`config.mk`:
```
export PLATFORM = sky130hd
export DESIGN_NAME = cli_command_line_parser_flat
export DESIGN_NICKNAME = d
export VERILOG_FILES = /design/src/rtl/cli_pkg.sv /design/src/rtl/cli_if.sv /design/src/rtl/cli_front.sv /design/src/rtl/cli_queue.sv /design/src/rtl/cli_back.sv /design/src/rtl/cli_command_line_parser.sv /design/src/flat_wrapper.sv
export SDC_FILE = /design/constraint.sdc
export NUM_CORES = 1
export LEC_CHECK = 0
export BUFFER_PORTS_ARGS = -buffer_cell sky130_fd_sc_hd__buf_2
export CELL_PAD_IN_SITES_DETAIL_PLACEMENT = 1
export CELL_PAD_IN_SITES_GLOBAL_PLACEMENT = 2
export CORE_AREA = 2 2 163 165
export DETAILED_ROUTE_END_ITERATION = 8
export DIE_AREA = 0 0 165 167
export PLACE_DENSITY = 0.63
export SLEW_MARGIN = 20
export SYNTH_ARGS = -nofsm -noshare
export SYNTH_HDL_FRONTEND = slang
export SYNTH_SLANG_ARGS = --single-unit
export TNS_END_PERCENT = 20
```
`constraint.sdc`:
```
create_clock -name clk -period 4.8 [get_ports clk]
set_clock_uncertainty 0.05 [all_clocks]
set_input_delay 0 -clock clk [delete_from_list [all_inputs] [get_ports clk]]
set_output_delay 0 -clock clk [all_outputs]
set_load 0.1 [all_outputs]
```
`src/rtl/cli_pkg.sv`:
```
// Shared types, constants and name tables for the command line parser.
package cli_pkg;

  localparam int SYM_W       = 8;
  localparam int NUM_W       = 7;
  localparam int VAL_W       = 16;
  localparam int CODE_W      = 3;
  localparam int NAME_SLOTS  = 8;   // one slot per match position value
  localparam int QUEUE_DEPTH = 2;

  localparam logic [SYM_W-1:0] CH_NUL  = 8'h00;
  localparam logic [SYM_W-1:0] CH_DOT  = 8'h2E;
  localparam logic [SYM_W-1:0] CH_ZERO = 8'h30;
  localparam logic [SYM_W-1:0] CH_NINE = 8'h39;
  localparam logic [SYM_W-1:0] CH_PINA = 8'h61;
  localparam logic [SYM_W-1:0] CH_PINH = 8'h68;

  localparam logic [2:0] SUB_LEN = 3'd6;

  typedef enum logic [CODE_W-1:0] {
    CMD_INVALID      = 3'd0,
    CMD_INFO         = 3'd1,
    CMD_GPIO         = 3'd2,
    CMD_ADC_SETPSC   = 3'd3,
    CMD_ADC_GETVAL   = 3'd4,
    CMD_TIMER_SETPSC = 3'd5,
    CMD_TIMER_GETPSC = 3'd6
  } cmd_t;

  typedef enum logic [1:0] {
    GRP_ADC   = 2'd0,
    GRP_TIMER = 2'd1,
    GRP_INFO  = 2'd2,
    GRP_GPIO  = 2'd3
  } grp_t;

  // Classified byte handed from the front to the back.
  typedef struct packed {
    logic [SYM_W-1:0] symbol;
    logic             is_end;
    logic             is_dot;
    logic             is_digit;
    logic             is_pin;
    logic [3:0]       digit;
  } sym_item_t;

  // Group names, zero padded; a zero never matches since the line ends on it.
  localparam logic [SYM_W-1:0] GRP_NAME [4][NAME_SLOTS] = '{
    '{"a", "d", "c", 8'h00, 8'h00, 8'h00, 8'h00, 8'h00},
    '{"t", "i", "m", "e",   "r",   8'h00, 8'h00, 8'h00},
    '{"i", "n", "f", "o",   8'h00, 8'h00, 8'h00, 8'h00},
    '{"g", "p", "i", "o",   8'h00, 8'h00, 8'h00, 8'h00}
  };

  localparam logic [2:0] GRP_LEN [4] = '{3'd3, 3'd5, 3'd4, 3'd4};

  // Subcommands per adc/timer; index 0 takes a value, index 1 does not.
  localparam logic [SYM_W-1:0] SUB_NAME [2][2][NAME_SLOTS] = '{
    '{'{"s", "e", "t", "p", "s", "c", 8'h00, 8'h00},
      '{"g", "e", "t", "v", "a", "l", 8'h00, 8'h00}},
    '{'{"s", "e", "t", "p", "s", "c", 8'h00, 8'h00},
      '{"g", "e", "t", "p", "s", "c", 8'h00, 8'h00}}
  };

endpackage

```
`src/rtl/cli_if.sv`:
```
// Valid/ready channel interfaces for the command line parser.
interface cli_sym_if;
  logic                      valid;
  logic                      ready;
  logic [cli_pkg::SYM_W-1:0] symbol;

  modport source (output valid, output symbol, input ready);
  modport sink   (input valid, input symbol, output ready);
endinterface

interface cli_item_if;
  logic               valid;
  logic               ready;
  cli_pkg::sym_item_t item;

  modport source (output valid, output item, input ready);
  modport sink   (input valid, input item, output ready);
endinterface

interface cli_res_if;
  logic                       valid;
  logic                       ready;
  logic [cli_pkg::CODE_W-1:0] command_code;
  logic [cli_pkg::NUM_W-1:0]  number_field;
  logic [cli_pkg::VAL_W-1:0]  value_field;

  modport source (output valid, output command_code, output number_field,
                  output value_field, input ready);
  modport sink   (input valid, input command_code, input number_field,
                  input value_field, output ready);
endinterface

```
`src/rtl/cli_front.sv`:
```
// Front stage: takes input bytes and registers them with their character class.
module cli_front (
  input  logic clk,
  input  logic rst,
  cli_sym_if.sink    symbols,
  cli_item_if.source items
);
  import cli_pkg::*;

  logic      vld;
  sym_item_t item;
  sym_item_t item_next;

  assign symbols.ready = !vld || items.ready;
  assign items.valid   = vld;
  assign items.item    = item;

  always_comb begin
    item_next.symbol   = symbols.symbol;
    item_next.is_end   = (symbols.symbol == CH_NUL);
    item_next.is_dot   = (symbols.symbol == CH_DOT);
    item_next.is_digit = (symbols.symbol >= CH_ZERO) && (symbols.symbol <= CH_NINE);
    item_next.is_pin   = (symbols.symbol >= CH_PINA) && (symbols.symbol <= CH_PINH);
    item_next.digit    = symbols.symbol[3:0];
  end

  always_ff @(posedge clk) begin
    if (rst) begin
      vld <= 1'b0;
    end else if (symbols.ready) begin
      vld <= symbols.valid;
    end
    if (symbols.valid && symbols.ready) begin
      item <= item_next;
    end
  end

endmodule

```
`src/rtl/cli_queue.sv`:
```
// Short FIFO of classified bytes between front and back.
module cli_queue (
  input  logic clk,
  input  logic rst,
  cli_item_if.sink   wr,
  cli_item_if.source rd
);
  import cli_pkg::*;

  localparam int PTR_W = (QUEUE_DEPTH > 1) ? $clog2(QUEUE_DEPTH) : 1;
  localparam int CNT_W = $clog2(QUEUE_DEPTH + 1);

  sym_item_t        slots [QUEUE_DEPTH];
  logic [PTR_W-1:0] wr_ptr;
  logic [PTR_W-1:0] rd_ptr;
  logic [CNT_W-1:0] count;
  logic             push;
  logic             pop;

  assign wr.ready = (count != CNT_W'(QUEUE_DEPTH));
  assign rd.valid = (count != '0);
  assign rd.item  = slots[rd_ptr];
  assign push     = wr.valid && wr.ready;
  assign pop      = rd.valid && rd.ready;

  function automatic logic [PTR_W-1:0] ptr_inc(input logic [PTR_W-1:0] p);
    ptr_inc = (p == PTR_W'(QUEUE_DEPTH - 1)) ? '0 : p + 1'b1;
  endfunction

  always_ff @(posedge clk) begin
    if (rst) begin
      wr_ptr <= '0;
      rd_ptr <= '0;
      count  <= '0;
    end else begin
      if (push) wr_ptr <= ptr_inc(wr_ptr);
      if (pop)  rd_ptr <= ptr_inc(rd_ptr);
      if (push && !pop)      count <= count + 1'b1;
      else if (pop && !push) count <= count - 1'b1;
    end
    if (push) begin
      slots[wr_ptr] <= wr.item;
    end
  end

endmodule

```
`src/rtl/cli_back.sv`:
```
// Back stage: grammar state machine and registered result output.
module cli_back (
  input  logic clk,
  input  logic rst,
  cli_item_if.sink  items,
  cli_res_if.source results
);
  import cli_pkg::*;

  typedef enum logic [2:0] {
    PH_GROUP,
    PH_NUM,
    PH_SUB,
    PH_VAL,
    PH_ERROR
  } phase_t;

  phase_t           phase,      phase_next;
  logic [3:0]       grp_cand,   grp_cand_next;
  logic [2:0]       match_pos,  match_pos_next;
  grp_t             sel_grp,    sel_grp_next;
  logic [1:0]       sub_cand,   sub_cand_next;
  logic [2:0]       digit_cnt,  digit_cnt_next;
  logic [NUM_W-1:0] num_acc,    num_acc_next;
  logic [VAL_W-1:0] val_acc,    val_acc_next;

  logic             out_vld;
  cmd_t             out_code;
  logic [NUM_W-1:0] out_num;
  logic [VAL_W-1:0] out_val;

  logic             pop;
  sym_item_t        it;
  cmd_t             code;
  logic [3:0]       grp_hit;
  logic [1:0]       sub_hit;
  logic             grp_found;
  grp_t             grp_pick;
  logic [VAL_W-1:0] val_times10;
  logic [NUM_W-1:0] num_times10;

  assign it    = items.item;
  // Only a line end needs the output slot.
  assign items.ready = !it.is_end || !out_vld || results.ready;
  assign pop   = items.valid && items.ready;

  assign results.valid        = out_vld;
  assign results.command_code = out_code;
  assign results.number_field = out_num;
  assign results.value_field  = out_val;

  assign val_times10 = {val_acc[VAL_W-4:0], 3'b000} + {val_acc[VAL_W-2:0], 1'b0};
  assign num_times10 = {num_acc[NUM_W-4:0], 3'b000} + {num_acc[NUM_W-2:0], 1'b0};

  // Name matching against the constant tables; elements are independent.
  always_comb begin
    for (int g = 0; g < 4; g++) begin
      grp_hit[g] = grp_cand[g] && (GRP_NAME[g][match_pos] == it.symbol);
    end
    for (int s = 0; s < 2; s++) begin
      sub_hit[s] = sub_cand[s] &&
                   (SUB_NAME[sel_grp == GRP_TIMER][s][match_pos] == it.symbol);
    end
    grp_found = 1'b0;
    grp_pick  = GRP_ADC;
    for (int g = 3; g >= 0; g--) begin
      if (grp_cand[g] && (GRP_LEN[g] == match_pos)) begin
        grp_found = 1'b1;
        grp_pick  = grp_t'(g[1:0]);
      end
    end
  end

  // Result code for a line end in the current state.
  always_comb begin
    code = CMD_INVALID;
    unique case (phase)
      PH_NUM: begin
        if (sel_grp == GRP_INFO && digit_cnt != 3'd0)      code = CMD_INFO;
        else if (sel_grp == GRP_GPIO && digit_cnt == 3'd1) code = CMD_GPIO;
      end
      PH_SUB: begin
        if (match_pos == SUB_LEN && sub_cand[1]) begin
          code = (sel_grp == GRP_TIMER) ? CMD_TIMER_GETPSC : CMD_ADC_GETVAL;
        end
      end
      PH_VAL: begin
        if (digit_cnt != 3'd0) begin
          code = (sel_grp == GRP_TIMER) ? CMD_TIMER_SETPSC : CMD_ADC_SETPSC;
        end
      end
      PH_GROUP, PH_ERROR: code = CMD_INVALID;
      default: code = CMD_INVALID;
    endcase
  end

  always_comb begin
    phase_next     = phase;
    grp_cand_next  = grp_cand;
    match_pos_next = match_pos;
    sel_grp_next   = sel_grp;
    sub_cand_next  = sub_cand;
    digit_cnt_next = digit_cnt;
    num_acc_next   = num_acc;
    val_acc_next   = val_acc;

    if (pop && it.is_end) begin
      phase_next     = PH_GROUP;
      grp_cand_next  = 4'hF;
      match_pos_next = '0;
      sel_grp_next   = GRP_ADC;
      sub_cand_next  = 2'b11;
      digit_cnt_next = '0;
      num_acc_next   = '0;
      val_acc_next   = '0;
    end else if (pop) begin
      unique case (phase)
        PH_GROUP: begin
          if (it.is_dot) begin
            if (grp_found) begin
              sel_grp_next   = grp_pick;
              phase_next     = PH_NUM;
              digit_cnt_next = '0;
              num_acc_next   = '0;
            end else begin
              phase_next = PH_ERROR;
            end
          end else begin
            grp_cand_next = grp_hit;
            if (grp_hit == '0) phase_next = PH_ERROR;
            else               match_pos_next = match_pos + 1'b1;
          end
        end
        PH_NUM: begin
          if (sel_grp == GRP_GPIO) begin
            if (digit_cnt == 3'd0 && it.is_pin) begin
              num_acc_next   = it.symbol[NUM_W-1:0];
              digit_cnt_next = 3'd1;
            end else begin
              phase_next = PH_ERROR;
            end
          end else if (it.is_dot && (sel_grp == GRP_ADC || sel_grp == GRP_TIMER)) begin
            phase_next     = PH_SUB;
            match_pos_next = '0;
            sub_cand_next  = 2'b11;
          end else if (it.is_digit && digit_cnt < 3'd2 &&
                       !(digit_cnt == 3'd0 && it.digit == 4'd0)) begin
            num_acc_next   = num_times10 + NUM_W'(it.digit);
            digit_cnt_next = digit_cnt + 1'b1;
          end else begin
            phase_next = PH_ERROR;
          end
        end
        PH_SUB: begin
          if (it.is_dot) begin
            if (match_pos == SUB_LEN && sub_cand[0]) begin
              phase_next     = PH_VAL;
              digit_cnt_next = '0;
              val_acc_next   = '0;
            end else begin
              phase_next = PH_ERROR;
            end
          end else begin
            sub_cand_next = sub_hit;
            if (sub_hit == '0) phase_next = PH_ERROR;
            else               match_pos_next = match_pos + 1'b1;
          end
        end
        PH_VAL: begin
          if (it.is_digit && digit_cnt < 3'd5) begin
            val_acc_next   = val_times10 + VAL_W'(it.digit);
            digit_cnt_next = digit_cnt + 1'b1;
          end else begin
            phase_next = PH_ERROR;
          end
        end
        PH_ERROR: phase_next = PH_ERROR;
        default:  phase_next = PH_ERROR;
      endcase
    end
  end

  always_ff @(posedge clk) begin
    if (rst) begin
      phase     <= PH_GROUP;
      grp_cand  <= 4'hF;
      match_pos <= '0;
      sel_grp   <= GRP_ADC;
      sub_cand  <= 2'b11;
      digit_cnt <= '0;
      num_acc   <= '0;
      val_acc   <= '0;
      out_vld   <= 1'b0;
    end else begin
      phase     <= phase_next;
      grp_cand  <= grp_cand_next;
      match_pos <= match_pos_next;
      sel_grp   <= sel_grp_next;
      sub_cand  <= sub_cand_next;
      digit_cnt <= digit_cnt_next;
      num_acc   <= num_acc_next;
      val_acc   <= val_acc_next;
      if (pop && it.is_end)   out_vld <= 1'b1;
      else if (results.ready) out_vld <= 1'b0;
    end
    if (pop && it.is_end) begin
      out_code <= code;
      out_num  <= (code != CMD_INVALID) ? num_acc : '0;
      out_val  <= (code == CMD_ADC_SETPSC || code == CMD_TIMER_SETPSC) ? val_acc : '0;
    end
  end

endmodule

```
`src/rtl/cli_command_line_parser.sv`:
```
// Top level of the command line parser: front classifier, queue, grammar back end.
// Throughput: one byte transfer per cycle, sustained, on both sides of the queue while
//   the back end is not stalled. A zero byte raises results.valid via the front register,
//   queue slot and back-end output register; the result transfer can follow.
// Nonzero bytes produce no result; each zero byte produces exactly one result.
// Reset (rst, synchronous, active high) empties the pipeline and queue and puts
//   the grammar state back to "expect group name".
module cli_command_line_parser (
  input  logic clk,
  input  logic rst,
  cli_sym_if.sink   symbols,
  cli_res_if.source results
);
  import cli_pkg::*;

  // front -> queue and queue -> back carry classified bytes
  cli_item_if f2q ();
  cli_item_if q2b ();

  // Front: accepts one byte per cycle while the queue takes it, and tags its character class.
  cli_front u_front (
    .clk     (clk),
    .rst     (rst),
    .symbols (symbols),
    .items   (f2q.source)
  );

  // Queue decouples the front from a back end stalled on a held result.
  cli_queue u_queue (
    .clk (clk),
    .rst (rst),
    .wr  (f2q.sink),
    .rd  (q2b.source)
  );

  // Back end: walks the grammar; a zero byte loads the result register.
  cli_back u_back (
    .clk     (clk),
    .rst     (rst),
    .items   (q2b.sink),
    .results (results)
  );

  // An invalid line reports zero number and value.
  a_invalid_zero: assert property (@(posedge clk) disable iff (rst)
    results.valid && results.command_code == CMD_INVALID |->
      results.number_field == '0 && results.value_field == '0)
    else $error("invalid result carries nonzero fields");

  // A line end taken by the back end shows a result on the next cycle.
  a_end_gives_result: assert property (@(posedge clk) disable iff (rst)
    q2b.valid && q2b.ready && q2b.item.is_end |=> results.valid)
    else $error("line end did not produce a result");

  // A gpio result holds a pin letter a..h.
  a_gpio_letter: assert property (@(posedge clk) disable iff (rst)
    results.valid && results.command_code == CMD_GPIO |->
      results.number_field >= NUM_W'(CH_PINA) && results.number_field <= NUM_W'(CH_PINH))
    else $error("gpio result without pin letter");

  // Only setpsc commands carry a value.
  a_value_only_setpsc: assert property (@(posedge clk) disable iff (rst)
    results.valid && results.value_field != '0 |->
      results.command_code == CMD_ADC_SETPSC || results.command_code == CMD_TIMER_SETPSC)
    else $error("value on a command that takes none");

endmodule
```
`src/flat_wrapper.sv`:
```
// flat-port wrapper written by rule: the top's interface ports become plain ports
module cli_command_line_parser_flat import cli_pkg::*;
  (clk, rst, symbols_valid, symbols_symbol, symbols_ready, results_valid, results_command_code, results_number_field, results_value_field, results_ready);
  cli_sym_if symbols_i ();
  cli_res_if results_i ();
  input  logic clk;
  input  logic rst;
  input wire logic [$bits(symbols_i.valid)-1:0] symbols_valid;
  input wire logic [$bits(symbols_i.symbol)-1:0] symbols_symbol;
  output wire logic [$bits(symbols_i.ready)-1:0] symbols_ready;
  output wire logic [$bits(results_i.valid)-1:0] results_valid;
  output wire logic [$bits(results_i.command_code)-1:0] results_command_code;
  output wire logic [$bits(results_i.number_field)-1:0] results_number_field;
  output wire logic [$bits(results_i.value_field)-1:0] results_value_field;
  input wire logic [$bits(results_i.ready)-1:0] results_ready;
  assign symbols_i.valid = symbols_valid;
  assign symbols_i.symbol = symbols_symbol;
  assign symbols_ready = symbols_i.ready;
  assign results_valid = results_i.valid;
  assign results_command_code = results_i.command_code;
  assign results_number_field = results_i.number_field;
  assign results_value_field = results_i.value_field;
  assign results_i.ready = results_ready;
  cli_command_line_parser u_core (.clk(clk), .rst(rst), .symbols(symbols_i), .results(results_i));
endmodule
```
==> run_results.csv <==
group,metric,value,unit
critical_path,cp-end-kind,"flip-flop",
yosys,synthCells,642,
pwr,combPwrFrac,36.1,%
critical_path,start_kind,"flip-flop",
pwr,clkPwrFrac,25.1,%
die,io_pins,40,
timing,setup_violations,0,
pwr,p_per_area,419,nW/um2
timing,fmax,245,MHz
timing,rsz0062_at_grt,"false",
placed_design,place_area,6950,um2
yosys,synth_most_common_cell,"nor2_1",
timing,slew_viol_final,0,
clock_network,clkTransAtPathRegs,90,ps
routing,drt_pass1_iterations,4,
yosys,synth_area_leaders,"edfxtp_1, dfxtp_1, ha_1",
timing,worst_pin_slew,981,ps
clock_network,clk_latency,360,ps
clock_network,cts_inserted_buffers,9,
pwr,seqPwrFrac,38.7,%
yosys,synth_seq_cells,109,
pwr,p_leak,2.81,nW
finish,final_area,7370,um2
status,status,"finished, final reports clean",
clock_network,hold_buffers,12,
timing,timing.final.crit_share,85.1,%
worst_hold_path,hold_path.class,"in -> reg",
critical_path,critical_path_required,5020,ps
grt,overflow,0,
clock_network,cts_root_buf,"clkbuf_16",
timing,final-hold-violation-count,0,
routing,ant_nets,0,
clock_network,cts_buffer_depth,2,
pwr,power,3.09,mW
finish,fin_cells,1026,
routing,routedWlPerCell,17.1,um
yosys,async_flop_share,0,%
die,rows,59,
timing,setup_tns,0,ps
finish,layout.nets,748,
critical_path,cp_max_fo,12,
die,die_x,165,um
routing,drc_errors,0,
routing,routed_via_density,4.87,
finish,diodes,0,
placed_design,portBuffers,39,
pwr,switching_share,41.8,%
die,initial_utilization,24.8,%
die,dieArea,27600,um2
routing,vias,4995,
placed_design,routabilityCongestion,0.808,
clock_network,h-tree-depth,3,
critical_path,arrival,4300,ps
yosys,yosysTopAreaCellShare,29.2,%
clock_network,tritoncts,"done",
yosys,seq_area_frac_synth,43.9,%
routing,drt_wl_total,17500,um
yosys,ys_types,69,
flow_run,max_cap_viol_count,0,
pwr,ir_worst_vdd,0.227,mV
grt,grt_first_pass_wirelength,29000,um
pwr,p_sw,1.29,mW
routing,drt_iter0_drc,138,
grt,grt_pass1_vias,5353,
die,coreArea,25800,um2
grt,grt_max_degree,33,
clock_network,clock_sinks,109,
clock_network,post_cts_resized,0,
yosys,ys_warn_count,0,
pwr,p_int,1.80,mW
yosys,synth_area,6380,um2
yosys,synth_nets,704,
yosys,synthFlopType,"edfxtp_1",
placed_design,place_hpwl,13200,um
grt,grt_use_total,13.4,%
clock_network,cts_setup_buffers,0,
timing,fin_crit,4080,ps
critical_path,critPathKind,"reg -> reg",
finish,drive_above_1_share,12.2,%
yosys,synth_enable_flop_cells,62,
timing,slew_headroom,33.3,%
placed_design,dp_cells,998,
finish,area_growth,15.6,%
grt,antenna_found_initial,0,
yosys,yosysTopAreaCell,"edfxtp_1",
yosys,synth_common_cells,"nor2_1, edfxtp_1, dfxtp_1",
die,dieHeight,167,um
yosys,synth.avg_cell_area,9.94,um2
[critical path: stages, from the launching register on]
cell and delay, ps:
dfxtp_1 600, buf_4 320, mux2i_4 440, inv_2 180, ha_1 320, ha_1 190
inv_1 70, fa_1 390, nor2b_1 170, o21ai_0 110, a21boi_0 360, o211ai_1 160
a21oi_1 220, nor3_1 90, xor2_1 150, o31ai_1 180
[logic make-up (layout without fill, tap and decap cells)]
kind of cell	count (synthesis)	after routing	share of synthesized area [%]
AOI/OAI and AO/OA	145	145	15.9
xor gates and xnor gates	27	27	3.71
adders and majority gates	50	50	10.3
buffers and inverters	60	109	3.80
DFF	109	109	43.9
muxes	18	18	3.69
and+or+nand+nor	233	233	18.7
[state kept, by name (all words and copies together), names as in the netlist, named ones only]
| name | count |
|---|---|
| u_core.u_back.num_acc | 7 |
| u_core.u_queue.slots | 24 |
| u_core.u_back.results.number_field | 7 |
| u_core.u_back.sub_cand | 2 |
| u_core.u_queue.rd_ptr | 1 |
| u_core.u_back.match_pos | 3 |
| u_core.u_back.results.valid | 1 |
| u_core.u_back.grp_cand | 4 |
| u_core.u_front.items.item | 12 |
| u_core.u_back.results.command_code | 3 |
| u_core.u_back.val_acc | 16 |
| u_core.u_back.phase | 3 |
| u_core.u_back.results.value_field | 16 |
| u_core.u_queue.wr_ptr | 1 |
| u_core.u_back.digit_cnt | 3 |
| u_core.u_back.sel_grp | 2 |
| u_core.u_queue.count | 2 |
| u_core.u_front.items.valid | 1 |
[cell usage in the layout, fill, tap and decap left out, drive strengths merged, types with 5 or more instances in the layout]
| master | count |
|---|---|
| nor2 | 64 |
| edfxtp | 62 |
| buf | 48 |
| dfxtp | 47 |
| ha | 46 |
| inv | 36 |
| nand2 | 35 |
| a21oi | 34 |
| o21ai | 25 |
| nor3 | 21 |
| nand3 | 20 |
| and2 | 18 |
| mux2i | 16 |
| xnor2 | 15 |
| nor2b | 14 |
| nand2b | 13 |
| xor2 | 12 |
| dlygate4sd3 | 12 |
| nor4 | 9 |
| a211oi | 9 |
| clkbuf | 9 |
| nand4 | 8 |
| o211ai | 8 |
| o31ai | 8 |
| or3 | 6 |
| a21o | 6 |
| and3 | 5 |
| a2111oi | 5 |
| a31oi | 5 |
| o221ai | 5 |
| o211a | 5 |
[routing by layer]
metal | global-route usage (%) | vias to the layer above | share of wire [%]
met5 | 0 | - | 0
met3 | 2.62 | 18 | 3.4
met2 | 22.4 | 77 | 48
li1 | - | 2455 | -
met1 | 17.5 | 2445 | 46
met4 | 3.97 | 0 | 1.9
[final cells by class]
type | count | area, um2
clock inverters | 7 | 83.8
fillers | 2934 | 18400
multi-input cells | 473 | 3340
flip-flops and latches | 109 | 2800
well taps | 335 | 419
inverters | 33 | 124
clock buffers | 9 | 225
repair buffers | 60 | 383
[path summary, 6_finish.rpt]
path	cells after the start	from	end	slack, ps
worst max-delay path	15	flip-flop	u_core.u_back.val_acc[12]$_SDFFE_PP0P_	720
worst min-delay path	2	symbols_symbol[2]	u_core.u_front.items.item[10]$_DFFE_PP_	330
worst max register to register	15	flip-flop	u_core.u_back.val_acc[12]$_SDFFE_PP0P_	720
worst min register to register	0	u_core.u_front.items.item[7]$_DFFE_PP_	u_core.u_queue.slots[1][7]$_DFFE_PP_	420
[per-stage QoR]
stage / util, % / worst slack, ps / hold slack, ps
floorplan: - / 1320 / 48.9
global placement: 27.0 / 704 / 153
finish: 28.6 / 717 / 326
CTS: 28.6 / 588 / 304
detailed placement: 27.0 / 615 / 160
global route: 28.6 / 208 / 311
[power by group through the flow]
stage	logic, mW	registers, mW	clock network [mW]
after global routing	1.22	1.21	0.842
after global placement	1.10	1.21	0
final	1.12	1.20	0.775
after CTS	1.13	1.20	0.805
after detailed placement	1.12	1.22	0
after floorplan	0.573	1.52	0
Power figures use the tool's default switching activity.
